--- src/rtl/core/spq_pkg.sv ---
// Shared types and codes for the sorted priority queue.
// Used by spq_ctrl, spq_dp and sorted_priority_queue_top; depends on nothing.
package spq_pkg;

  localparam int unsigned DATA_W      = 32;
  localparam int unsigned PRIO_W      = 32;
  localparam int unsigned MODE_W      = 2;
  localparam int unsigned STAT_W      = 2;
  localparam int unsigned OCC_W       = 7;
  localparam int unsigned IN_TDATA_W  = 64;
  localparam int unsigned OUT_TDATA_W = 80;
  localparam int unsigned OUT_PAD_W   = OUT_TDATA_W - OCC_W - PRIO_W - DATA_W;

  localparam logic [MODE_W-1:0] MODE_INSERT = 2'd0;
  localparam logic [MODE_W-1:0] MODE_POP    = 2'd1;
  localparam logic [MODE_W-1:0] MODE_REMOVE = 2'd2;
  localparam logic [MODE_W-1:0] MODE_LOOKUP = 2'd3;

  localparam logic [STAT_W-1:0] ST_DONE    = 2'd0;
  localparam logic [STAT_W-1:0] ST_EMPTY   = 2'd1;
  localparam logic [STAT_W-1:0] ST_FULL    = 2'd2;
  localparam logic [STAT_W-1:0] ST_MISSING = 2'd3;

  typedef struct packed {
    logic signed [PRIO_W-1:0] prio;
    logic [DATA_W-1:0]        data;
  } entry_t;

  // controller -> datapath
  typedef struct packed {
    logic load;  // capture the input transaction
    logic prep;  // set up the walk for the captured item
    logic up;    // walk from the head: search, then close the gap
    logic dn;    // walk from the tail: open a gap for an insert
    logic put;   // write the new entry at the head slot
    logic fin;   // update count and load the result register
  } cmd_t;

  // datapath -> controller
  typedef struct packed {
    logic [MODE_W-1:0] mode;
    logic              cnt_zero;
    logic              cnt_full;
    logic              rd_vld;
    logic              up_hit;
    logic              up_last;
    logic              dn_move;
    logic              dn_head;
  } sts_t;

endpackage

--- src/rtl/core/spq_dp.sv ---
// Datapath of the sorted priority queue: entry memory, count, walk pointers,
// compare logic and result register. Depends on spq_pkg; driven by spq_ctrl.
module spq_dp import spq_pkg::*; #(
  parameter int unsigned CAPACITY = 64
) (
  input  logic                   clk,
  input  logic                   rst_n,
  input  cmd_t                   cmd,
  input  logic [IN_TDATA_W-1:0]  in_tdata,
  input  logic [MODE_W-1:0]      in_tuser,
  output sts_t                   sts,
  output logic [OUT_TDATA_W-1:0] out_tdata,
  output logic [STAT_W-1:0]      out_tuser
);

  localparam int unsigned CW = $clog2(CAPACITY + 1);
  localparam int unsigned AW = $clog2(CAPACITY);

  entry_t                   mem [CAPACITY];

  logic [CW-1:0]            cnt_r;
  logic [MODE_W-1:0]        mode_r;
  logic [DATA_W-1:0]        key_r;
  logic signed [PRIO_W-1:0] prio_r;
  logic [AW-1:0]            rd_ptr_r;
  logic [AW-1:0]            rd_ptr_nxt;
  logic [AW-1:0]            rd_a_r;
  entry_t                   rd_q_r;
  logic                     rd_vld_r;
  logic                     found_r;
  entry_t                   res_r;
  logic                     first_r;
  logic                     tail_less_r;
  logic [STAT_W-1:0]        stat_r;
  logic [DATA_W-1:0]        odata_r;
  logic signed [PRIO_W-1:0] oprio_r;
  logic [OCC_W-1:0]         occ_r;

  logic [CW-1:0]            cnt_m1;
  logic [AW-1:0]            last_a;
  logic                     full;
  logic                     zero;
  entry_t                   new_e;
  logic                     up_hit;
  logic                     new_lt;
  logic                     q_lt;
  logic                     head;
  logic                     tail_less;
  logic                     dn_move;
  logic                     rd_en;
  logic                     wr_en;
  logic [AW-1:0]            wr_addr;
  entry_t                   wr_e;
  logic [STAT_W-1:0]        stat_nxt;
  logic [CW-1:0]            cnt_nxt;

  assign cnt_m1 = cnt_r - CW'(1);
  assign last_a = cnt_m1[AW-1:0];
  assign full   = (cnt_r == CW'(CAPACITY));
  assign zero   = (cnt_r == '0);
  assign new_e  = '{prio: prio_r, data: key_r};

  // pop takes the head, the others match on the data word
  assign up_hit = rd_vld_r && !found_r &&
                  ((mode_r == MODE_POP) || (rd_q_r.data == key_r));

  assign new_lt    = (prio_r < rd_q_r.prio);
  assign q_lt      = (rd_q_r.prio < prio_r);
  assign head      = (rd_a_r == '0);
  // the first entry seen on the way down is the tail
  assign tail_less = first_r ? new_lt : tail_less_r;
  assign dn_move   = head ? new_lt : (tail_less && !q_lt);

  assign rd_en = cmd.up || cmd.dn;

  always_comb begin
    wr_en   = 1'b0;
    wr_addr = rd_a_r;
    wr_e    = rd_q_r;
    if (cmd.up && rd_vld_r && found_r) begin
      wr_en   = 1'b1;
      wr_addr = rd_a_r - AW'(1);
    end
    if (cmd.dn && rd_vld_r) begin
      wr_en   = 1'b1;
      wr_addr = rd_a_r + AW'(1);
      wr_e    = dn_move ? rd_q_r : new_e;
    end
    if (cmd.put) begin
      wr_en   = 1'b1;
      wr_addr = '0;
      wr_e    = new_e;
    end
  end

  always_comb begin
    rd_ptr_nxt = rd_ptr_r;
    if (cmd.prep) begin
      rd_ptr_nxt = (mode_r == MODE_INSERT) ? last_a : '0;
    end else if (cmd.up) begin
      if (rd_ptr_r != last_a) begin
        rd_ptr_nxt = rd_ptr_r + AW'(1);
      end
    end else if (cmd.dn) begin
      if (rd_ptr_r != '0) begin
        rd_ptr_nxt = rd_ptr_r - AW'(1);
      end
    end
  end

  always_comb begin
    stat_nxt = ST_DONE;
    cnt_nxt  = cnt_r;
    case (mode_r)
      MODE_INSERT: begin
        if (full) begin
          stat_nxt = ST_FULL;
        end else begin
          cnt_nxt = cnt_r + CW'(1);
        end
      end
      MODE_POP: begin
        if (found_r) begin
          cnt_nxt = cnt_m1;
        end else begin
          stat_nxt = ST_EMPTY;
        end
      end
      MODE_REMOVE: begin
        if (found_r) begin
          cnt_nxt = cnt_m1;
        end else begin
          stat_nxt = ST_MISSING;
        end
      end
      default: begin
        if (!found_r) begin
          stat_nxt = ST_MISSING;
        end
      end
    endcase
  end

  // entry memory: one write port, one registered read port
  always_ff @(posedge clk) begin
    if (wr_en) begin
      mem[wr_addr] <= wr_e;
    end
    if (rd_en) begin
      rd_q_r <= mem[rd_ptr_r];
      rd_a_r <= rd_ptr_r;
    end
  end

  always_ff @(posedge clk) begin
    if (!rst_n) begin
      cnt_r       <= '0;
      rd_ptr_r    <= '0;
      rd_vld_r    <= 1'b0;
      found_r     <= 1'b0;
      first_r     <= 1'b0;
      tail_less_r <= 1'b0;
    end else begin
      rd_ptr_r <= rd_ptr_nxt;
      if (cmd.prep) begin
        rd_vld_r <= 1'b0;
        found_r  <= 1'b0;
        first_r  <= 1'b1;
      end else begin
        if (rd_en) begin
          rd_vld_r <= 1'b1;
        end
        if (cmd.up && up_hit) begin
          found_r <= 1'b1;
        end
        if (cmd.dn && rd_vld_r) begin
          first_r <= 1'b0;
          if (first_r) begin
            tail_less_r <= new_lt;
          end
        end
      end
      if (cmd.fin) begin
        cnt_r <= cnt_nxt;
      end
    end
  end

  always_ff @(posedge clk) begin
    if (cmd.load) begin
      mode_r <= in_tuser;
      key_r  <= in_tdata[DATA_W-1:0];
      prio_r <= in_tdata[DATA_W +: PRIO_W];
    end
    if (cmd.up && up_hit) begin
      res_r <= rd_q_r;
    end
    if (cmd.fin) begin
      stat_r  <= stat_nxt;
      odata_r <= found_r ? res_r.data : '0;
      oprio_r <= found_r ? res_r.prio : '0;
      occ_r   <= OCC_W'(cnt_nxt);
    end
  end

  assign sts = '{mode: mode_r, cnt_zero: zero, cnt_full: full, rd_vld: rd_vld_r,
                 up_hit: up_hit, up_last: (rd_a_r == last_a), dn_move: dn_move,
                 dn_head: head};

  assign out_tdata = {{OUT_PAD_W{1'b0}}, occ_r, oprio_r, odata_r};
  assign out_tuser = stat_r;

  a_cnt_range: assert property (@(posedge clk) disable iff (!rst_n)
    cnt_r <= CW'(CAPACITY))
    else $error("entry count above capacity");

  a_cnt_hold: assert property (@(posedge clk) disable iff (!rst_n)
    !cmd.fin |=> $stable(cnt_r))
    else $error("entry count changed outside result update");

  a_found_mode: assert property (@(posedge clk) disable iff (!rst_n)
    (cmd.fin && mode_r == MODE_INSERT) |-> !found_r)
    else $error("search hit recorded during insert");

endmodule

--- src/rtl/core/spq_ctrl.sv ---
// Controller of the sorted priority queue: sequences load, walk and result
// update, and owns both handshakes. Depends on spq_pkg; drives spq_dp.
module spq_ctrl import spq_pkg::*; (
  input  logic clk,
  input  logic rst_n,
  input  logic in_tvalid,
  output logic in_tready,
  output logic out_tvalid,
  input  logic out_tready,
  input  sts_t sts,
  output cmd_t cmd
);

  localparam logic [2:0] S_IDLE = 3'd0;
  localparam logic [2:0] S_PREP = 3'd1;
  localparam logic [2:0] S_UP   = 3'd2;
  localparam logic [2:0] S_DN   = 3'd3;
  localparam logic [2:0] S_PUT  = 3'd4;
  localparam logic [2:0] S_FIN  = 3'd5;

  logic [2:0] state_r;
  logic [2:0] state_nxt;
  logic       out_valid_r;
  logic       out_valid_nxt;

  assign in_tready  = (state_r == S_IDLE);
  assign out_tvalid = out_valid_r;

  always_comb begin
    state_nxt = state_r;
    cmd       = '0;
    case (state_r)
      S_IDLE: begin
        if (in_tvalid) begin
          cmd.load  = 1'b1;
          state_nxt = S_PREP;
        end
      end
      S_PREP: begin
        cmd.prep = 1'b1;
        if (sts.mode == MODE_INSERT) begin
          if (sts.cnt_full) begin
            state_nxt = S_FIN;
          end else if (sts.cnt_zero) begin
            state_nxt = S_PUT;
          end else begin
            state_nxt = S_DN;
          end
        end else begin
          state_nxt = sts.cnt_zero ? S_FIN : S_UP;
        end
      end
      S_UP: begin
        cmd.up = 1'b1;
        // lookup stops at the hit, pop and remove close the gap up to the tail
        if (sts.rd_vld &&
            (sts.up_last || (sts.up_hit && sts.mode == MODE_LOOKUP))) begin
          state_nxt = S_FIN;
        end
      end
      S_DN: begin
        cmd.dn = 1'b1;
        if (sts.rd_vld) begin
          if (!sts.dn_move) begin
            state_nxt = S_FIN;
          end else if (sts.dn_head) begin
            state_nxt = S_PUT;
          end
        end
      end
      S_PUT: begin
        cmd.put   = 1'b1;
        state_nxt = S_FIN;
      end
      S_FIN: begin
        // hold until the previous result has left the output register
        if (!out_valid_r || out_tready) begin
          cmd.fin   = 1'b1;
          state_nxt = S_IDLE;
        end
      end
      default: begin
        state_nxt = S_IDLE;
      end
    endcase
  end

  always_comb begin
    out_valid_nxt = out_valid_r;
    if (cmd.fin) begin
      out_valid_nxt = 1'b1;
    end else if (out_tready) begin
      out_valid_nxt = 1'b0;
    end
  end

  always_ff @(posedge clk) begin
    if (!rst_n) begin
      state_r     <= S_IDLE;
      out_valid_r <= 1'b0;
    end else begin
      state_r     <= state_nxt;
      out_valid_r <= out_valid_nxt;
    end
  end

  a_fin_valid: assert property (@(posedge clk) disable iff (!rst_n)
    cmd.fin |=> out_tvalid)
    else $error("result update without output transaction");

  a_fin_hold: assert property (@(posedge clk) disable iff (!rst_n)
    (state_r == S_FIN && out_valid_r && !out_tready) |=> (state_r == S_FIN))
    else $error("result overwritten while output stalled");

  a_one_cmd: assert property (@(posedge clk) disable iff (!rst_n)
    $onehot0({cmd.load, cmd.prep, cmd.up, cmd.dn, cmd.put, cmd.fin}))
    else $error("more than one datapath command at once");

endmodule

--- src/rtl/core/sorted_priority_queue_top.sv ---
// Sorted priority queue, up to CAPACITY entries in ascending priority order.
// Per item: load, prep, a walk one entry per cycle (from the head for pop, remove and
// lookup, from the tail for insert; none on an empty queue or a full insert), then the
// result update, which waits while the previous result stalls; one item at a time.
// Synchronous active-low reset empties the queue; memory is not cleared.
module sorted_priority_queue_top import spq_pkg::*; #(
  parameter int unsigned CAPACITY = 64
) (
  input  logic                   clk,
  input  logic                   rst_n,
  input  logic                   in_tvalid,
  output logic                   in_tready,
  input  logic [IN_TDATA_W-1:0]  in_tdata,   // item_data, item_priority
  input  logic [MODE_W-1:0]      in_tuser,   // mode
  output logic                   out_tvalid,
  input  logic                   out_tready,
  output logic [OUT_TDATA_W-1:0] out_tdata,  // out_data, out_priority, occupancy, pad
  output logic [STAT_W-1:0]      out_tuser   // status
);

  cmd_t cmd;
  sts_t sts;

  spq_ctrl u_ctrl (
    .clk        (clk),
    .rst_n      (rst_n),
    .in_tvalid  (in_tvalid),
    .in_tready  (in_tready),
    .out_tvalid (out_tvalid),
    .out_tready (out_tready),
    .sts        (sts),
    .cmd        (cmd)
  );

  spq_dp #(
    .CAPACITY (CAPACITY)
  ) u_dp (
    .clk       (clk),
    .rst_n     (rst_n),
    .cmd       (cmd),
    .in_tdata  (in_tdata),
    .in_tuser  (in_tuser),
    .sts       (sts),
    .out_tdata (out_tdata),
    .out_tuser (out_tuser)
  );

endmodule
--- config.mk ---
export PLATFORM = sky130hd
export DESIGN_NAME = sorted_priority_queue_top
export DESIGN_NICKNAME = d
export VERILOG_FILES = /design/src/rtl/core/spq_pkg.sv /design/src/rtl/core/spq_dp.sv /design/src/rtl/core/spq_ctrl.sv /design/src/rtl/core/sorted_priority_queue_top.sv
export SDC_FILE = /design/constraint.sdc
export NUM_CORES = 2
export LEC_CHECK = 0
export BUFFER_PORTS_ARGS = -buffer_cell sky130_fd_sc_hd__clkbuf_2
export CAP_MARGIN = 0
export CORE_ASPECT_RATIO = 1.2
export CORE_MARGIN = 8
export CORE_UTILIZATION = 45
export CTS_CLUSTER_SIZE = 30
export DETAILED_ROUTE_END_ITERATION = 8
export SLEW_MARGIN = 20
export SYNTH_ARGS = -nofsm -noshare
export SYNTH_HDL_FRONTEND = slang
export SYNTH_HIERARCHICAL = 1
export SYNTH_SLANG_ARGS = --single-unit
export TNS_END_PERCENT = 5
--- constraint.sdc ---
create_clock -name clk -period 8.57 [get_ports clk]
set_clock_uncertainty 0.15 [all_clocks]
set_input_delay 0 -clock clk [delete_from_list [all_inputs] [get_ports clk]]
set_output_delay 0 -clock clk [all_outputs]
set_load 0.02 [all_outputs]
# Word-level counts from Yosys, hierarchy flattened

Memory sizes are Yosys's and may differ from the RTL's. A register that Yosys moved wholly into a read port is not among the register bits.
Cells that the tools add are included.

Bits in registers: 230
Bits in writable memories: 4096
Input bits: 70
Word-level logic and storage cells: 126
Memories kept: 1

Add/sub/neg operators: 6
$lt $le $gt $ge: 2
Eq/ne operators: 18
Muxes and demuxes: 49
Bitwise gates (word level): 2
Reductions and logical operators: 30

Memories:

| memory   | words | width | read ports | clocked after Yosys merged registers in | wr ports | line         | source |
|---|---|---|---|---|---|---|---|
| u_dp.mem | 64    | 64    | 1          | 1                                       | 1        | spq_dp.sv:19 | `entry_t mem [CAPACITY];` |

Operator list:

| operator              | count |
|---|---|
| $mux W64              | 3 |
| $lt A32 B32 Y1        | 2 |
| $mux W6               | 9 |
| $eq A32 B32 Y1        | 1 |
| $mux W3               | 10 |
| $mux W1               | 20 |
| $pmux W3 S6           | 1 |
| $mux W7               | 2 |
| $pmux W7 S2           | 1 |
| $add A6 B1 Y6 const B | 2 |
| $sub A6 B1 Y6 const B | 2 |
| $logic_and A1 B1 Y1   | 9 |
| $add A7 B1 Y7 const B | 1 |
| $eq A7 B7 Y1 const B  | 1 |
| $logic_not A7 Y1      | 1 |
| $sub A7 B1 Y7 const B | 1 |
| $eq A3 B2 Y1 const B  | 2 |
| $eq A3 B3 Y1 const B  | 2 |
| $eq A6 B6 Y1          | 1 |
| $logic_not A6 Y1      | 1 |
| $ne A2 B1 Y1 const B  | 3 |
| $ne A6 B6 Y1          | 1 |
| $reduce_bool A3 Y1    | 2 |
| $reduce_bool A6 Y1    | 1 |
| other kinds (18)      | 28 |

# Logic depth before layout (Yosys ltp)

Depth after elaboration: 9
Gate-level depth with buffers: 14

# Hierarchy

The synthesis kept the hierarchy.

By module, submodules not included:

| module   | times used | cells each | area each (µm²) | seq. area each (µm²) |
|---|---|---|---|---|
| spq_dp   | 1          | 7276       | 169602.7        | 131536.2 |
| spq_ctrl | 1          | 46         | 364.1           | 80.1 |

# Worst setup path after synthesis

OpenSTA, ideal clock, no wires.

Kind: register to register
From: register u_ctrl.state_r[2]
To: memory u_dp/mem[53][0] (netlist bit) (enable)
Setup time: 487 ps
Data arrival time: 4888 ps
Data required time: 7933 ps
Path slack: 3045 ps
Cell stages (with the launch flop): 11
Period minus slack after synthesis: 5525 ps
Path through: dfxtp_1 > clkbuf_1 > nand2b_1 > nor2_1 > and4b_1 > nand2_1 > o31ai_1 > xor2_1 > nor2b_1 > nand3_1 > nor2_1

RTL lines:

| what                   | line            | source |
|---|---|---|
| from (decl)            | spq_ctrl.sv:21  | `logic [2:0] state_r;` |
| from (signal assigned) | spq_ctrl.sv:102 | `state_r <= state_nxt;` |
| to (decl)              | spq_dp.sv:19    |  |

==> impl_metrics.prom <==
# TYPE chip_impl_metric gauge
chip_impl_metric{name="finalNetCount",unit=""} 8015
chip_impl_metric{name="initial_standard_cell_utilization_of_the_core",unit="%"} 45.12
chip_impl_metric{name="finalWorstPathRequiredPeriod",unit="ps"} 5808
chip_impl_metric{name="routed_via_density",unit=""} 6.343
chip_impl_metric{name="vdd_drop_max",unit="V"} 0.0001891
chip_impl_metric{name="worst_pin_slew",unit="ps"} 1235
chip_impl_metric{name="relSlewSlack",unit="%"} 17.67
chip_impl_metric{name="met1Wirelength",unit="mm"} 189.7
chip_impl_metric{name="worst_skew_pair.late_latency",unit="ps"} 960
chip_impl_metric{name="power.leakage",unit="nW"} 58.35
chip_impl_metric{name="post-route-worst-setup-slack",unit="ps"} 2762
chip_impl_metric{name="timing.final.max_slew_violations",unit=""} 0
chip_impl_metric{name="die_height",unit="um"} 689.2
chip_impl_metric{name="synthesis.yosys.warnings",unit=""} 6
chip_impl_metric{name="gpl.final_weighted_congestion",unit=""} 0.8323
chip_impl_info{name="outcome",value="complete, no violations"} 1
chip_impl_metric{name="hpwlAfterDp",unit="mm"} 283.0
chip_impl_info{name="hold_path_startpoint",value="in_tdata[31]"} 1
chip_impl_metric{name="drt.antenna.violating_nets",unit=""} 0
chip_impl_metric{name="met2_length",unit="mm"} 243.5
chip_impl_metric{name="synthCells",unit=""} 7322
chip_impl_metric{name="pre_cts_slack",unit="ps"} 2916
chip_impl_metric{name="number_of_i_o_port_buffers",unit=""} 144
chip_impl_metric{name="fp.dieArea",unit="um2"} 397700
chip_impl_metric{name="crit_arrival",unit="ps"} 6190
chip_impl_metric{name="die_x",unit="um"} 577.0
chip_impl_metric{name="timing_hold_violations_final",unit=""} 0
chip_impl_metric{name="synth_edf_count",unit=""} 4369
chip_impl_info{name="grt_setup_unrepaired",value="false"} 1
chip_impl_metric{name="seq_area_frac_synth",unit="%"} 77.44
chip_impl_metric{name="global_route_wire_length_before_repair",unit="mm"} 687.8
chip_impl_metric{name="vias_in_the_first_global_route",unit=""} 83740
chip_impl_metric{name="antenna_violations_before_repair",unit=""} 37
chip_impl_info{name="path_type_of_the_worst_setup_path",value="flip-flop to flip-flop"} 1
chip_impl_metric{name="finish.cell_count_without_fillers",unit=""} 13250
chip_impl_metric{name="ys_async_sr_fraction",unit="%"} 0
chip_impl_metric{name="placementRows",unit=""} 247
chip_impl_info{name="critical_path.slowest_cell",value="nor2_4"} 1
chip_impl_metric{name="wl_met3",unit="mm"} 48.03
chip_impl_metric{name="drt_iter0_drc",unit=""} 11580
chip_impl_info{name="mostFrequentLayoutCell",value="edfxtp_1"} 1
chip_impl_metric{name="cts_buffers",unit=""} 419
chip_impl_metric{name="final.period_utilization",unit="%"} 67.77
chip_impl_metric{name="timing.reg2reg.setup_slack",unit="ps"} 2760
chip_impl_info{name="timing.critical_path.cells",value="nand2b_1 -> nor2_1 -> and4b_1 -> nand2_1 -> o31ai_1 -> xor2_1 -> nor2b_1 -> nand3_1 -> nor2_4 -> buf_4"} 1
chip_impl_metric{name="r2r_cells",unit=""} 10
chip_impl_info{name="routed.top_layer",value="met5"} 1
chip_impl_metric{name="gr-usage-all-layers",unit="%"} 24.76
chip_impl_metric{name="post_route_cells_drive_above_1_share",unit="%"} 29.30
chip_impl_metric{name="via_count",unit=""} 84070
chip_impl_metric{name="num_io_pins",unit=""} 154
chip_impl_info{name="worst_r2r_end",value="u_dp/mem[17][63]$_DFFE_PP_"} 1
chip_impl_metric{name="seqPwrFrac",unit="%"} 50.3
chip_impl_metric{name="grt_overflow_total",unit=""} 0
chip_impl_info{name="tritoncts",value="yes"} 1
chip_impl_metric{name="yosys_register_bits",unit=""} 4390
chip_impl_metric{name="postPlaceCellArea",unit="um2"} 178500
chip_impl_metric{name="pin_count_of_the_biggest_net_entering_global_routing",unit=""} 162
chip_impl_info{name="predominant_post_synthesis_flop_cell",value="edfxtp_1"} 1
chip_impl_metric{name="power_density",unit="nW/um2"} 247.4
chip_impl_metric{name="detailedRoute.firstPassIterationCount",unit=""} 6
chip_impl_metric{name="max_cap_violations",unit=""} 0
chip_impl_info{name="final_cell_mix",value="4369 x edfxtp_1, 1260 x mux4_2, 426 x clkbuf_16, 239 x buf_4, 144 x clkbuf_2"} 1
chip_impl_metric{name="tns",unit="ps"} 0
chip_impl_metric{name="fp.coreArea",unit="um2"} 376700
chip_impl_metric{name="timing.critical_path.slowest_cell_delay",unit="ps"} 1060
chip_impl_metric{name="critical_path.max_fanout",unit=""} 43
chip_impl_metric{name="post-route-drc-count",unit=""} 0
chip_impl_metric{name="postSynthAreaPerCell",unit="um2"} 23.21
chip_impl_metric{name="required",unit="ps"} 8950
chip_impl_metric{name="clock-sinks",unit=""} 4390
chip_impl_info{name="endpoint_kind",value="flip-flop"} 1
chip_impl_metric{name="post-cts-setup-buffer-count",unit=""} 0
chip_impl_metric{name="sw_frac_of_total",unit="%"} 23.92
chip_impl_metric{name="final_design_area_no_fill",unit="um2"} 193400
chip_impl_info{name="path_category_of_the_worst_min_delay_check",value="input pin to flip-flop"} 1
chip_impl_metric{name="internal_power",unit="mW"} 36.41
chip_impl_metric{name="cts.path.max_buffers",unit=""} 4
chip_impl_metric{name="comb_power_share",unit="%"} 11.5
chip_impl_metric{name="dp.cells",unit=""} 12320
chip_impl_metric{name="cts-resized-gates",unit=""} 0
chip_impl_info{name="crit-reg2reg-launch",value="u_ctrl/state_r[1]$_SDFFE_PN0P_"} 1
chip_impl_metric{name="yosys.cell_types.count",unit=""} 64
chip_impl_info{name="cts-root-buf",value="clkbuf_16"} 1
chip_impl_metric{name="synth.cell_area",unit="um2"} 170000
chip_impl_metric{name="clkSlewWorstSetupHoldPaths",unit="ps"} 60
chip_impl_metric{name="flow.area_growth_from_synthesis",unit="%"} 13.81
chip_impl_metric{name="share_clk_of_total_power",unit="%"} 38.2
chip_impl_metric{name="drt-total-wl",unit="mm"} 498.8
chip_impl_metric{name="avgRoutedWirePerCell",unit="um"} 37.64
chip_impl_metric{name="min_delay_path_depth",unit=""} 3
chip_impl_info{name="worstSetupStartpointType",value="flip-flop"} 1
chip_impl_metric{name="cts_htree_levels",unit=""} 5
chip_impl_metric{name="report.final.setup_viol",unit=""} 0
chip_impl_metric{name="achievable-frequency",unit="GHz"} 0.1722
chip_impl_info{name="hold-path-endpoint",value="u_dp/key_r[31]$_DFFE_PP_"} 1
chip_impl_metric{name="power.switching",unit="mW"} 11.45
## what timing repair did
| action | 4_1_cts | 5_1_grt |
|---|---|---|
| setup endpoints to repair | 0 | 0 |
| hold buffers | 137 | 0 |
| endpoints found under the hold margin | 130 | 0 |
## cell usage after synthesis, types with 48 or more instances
cell type  count  area, um2
edfxtp_1    4369     131200
mux4_2      1260      28380
clkbuf_1     225      844.6
nor2_1       151      566.8
nand2_1      126      473.0
buf_2        111      555.5
mux2i_1       91      910.9
a21oi_1       86      430.4
nand3_1       84      420.4
nor2b_1       76      475.5
and2_1        68      425.4
a221oi_1      66      578.1
o211ai_1      66      495.5
inv_1         48      180.2
## worst max-delay path, delay by kind of cell (launching register included)
family	cells	cell delay (ps)
xor+xnor	1	220
compound gates	1	260
simple gates	7	3170
buf+inv	1	760
flops	1	590
## power groups by stage
stage | Clock, mW | Sequential, mW | Combinational [mW]
floorplan | 0 | 24.5 | 3.49
global placement | 0 | 24.5 | 5.44
detailed placement | 0 | 24.5 | 5.48
CTS | 18.6 | 24.1 | 5.55
global route | 19.3 | 24.1 | 5.72
finish | 18.3 | 24.1 | 5.48
## flip-flops by register name (all words and copies together) (netlist names)
signal and flops:
u_dp/rd_vld_r 1, u_dp/found_r 1, u_dp/mem 4096, u_dp/res_r 64
u_dp/key_r 32, u_dp/rd_ptr_r 6, u_ctrl/state_r 3, u_dp/rd_q_r 64
u_dp/prio_r 32, u_dp/out_tuser 2, u_dp/rd_a_r 6, u_dp/odata_r 32
u_ctrl/out_tvalid 1, u_dp/first_r 1, u_dp/tail_less_r 1, u_dp/occ_r 7
u_dp/oprio_r 32, u_dp/mode_r 2, u_dp/cnt_r 7
## layer usage
metal  vias to the layer above  GRT usage, %
met5                         -             0
met3                       733         4.503
li1                      32490             -
met4                         6         7.750
met1                     46160         34.01
met2                      4674         40.67
## area by class of cell
type / count / area, um2
Fill cell: 28880 / 183300
Sequential cell: 4390 / 131600
Multi-Input combinational cell: 2468 / 36880
Clock buffer: 515 / 11070
Tap cell: 4980 / 6231
Timing Repair Buffer: 572 / 4994
Clock inverter: 256 / 2381
Inverter: 48 / 180.2
Antenna cell: 24 / 60.06
## worst max-delay path by stage
| stage | endpoint | slack [ps] | startpoint | depth (start not counted) |
|---|---|---|---|---|
| after floorplan | u_dp/mem[53][0]$_DFFE_PP_ | 3050 | u_ctrl/state_r[2]$_SDFFE_PN0P_ | 10 |
| after global placement | u_dp/mem[36][19]$_DFFE_PP_ | 2760 | u_dp/prio_r[19]$_DFFE_PP_ | 12 |
| after detailed placement | u_dp/mem[18][11]$_DFFE_PP_ | 2920 | u_ctrl/state_r[1]$_SDFFE_PN0P_ | 10 |
| after CTS | u_dp/mem[18][56]$_DFFE_PP_ | 2860 | u_ctrl/state_r[1]$_SDFFE_PN0P_ | 10 |
| after global routing | u_dp/mem[17][8]$_DFFE_PP_ | 2530 | u_ctrl/state_r[1]$_SDFFE_PN0P_ | 10 |
| final | u_dp/mem[17][63]$_DFFE_PP_ | 2760 | u_ctrl/state_r[1]$_SDFFE_PN0P_ | 10 |
## logic make-up after synthesis
family / count (synthesis) / share of synthesized area, %
flops: 4390 / 77.44
mux: 1380 / 17.42
simple gates: 618 / 1.795
buf+inv: 472 / 1.228
compound gates: 355 / 1.454
xor+xnor: 60 / 0.3180
fa+ha+maj: 46 / 0.3430
other cells: 1 / 0.002206
## through the flow
| stage | utilization, % | hold WS [ps] | power, mW |
|---|---|---|---|
| after detailed placement | 47.39 | 31.70 | 30.00 |
| after global routing | 51.34 | 121.0 | 49.11 |
| after CTS | 51.33 | 68.67 | 48.17 |
| after floorplan | - | -51.13 | 27.97 |
| after global placement | 47.29 | 30.06 | 29.96 |
| final | 51.35 | 147.2 | 47.86 |
Power figures use the tool's default switching activity.
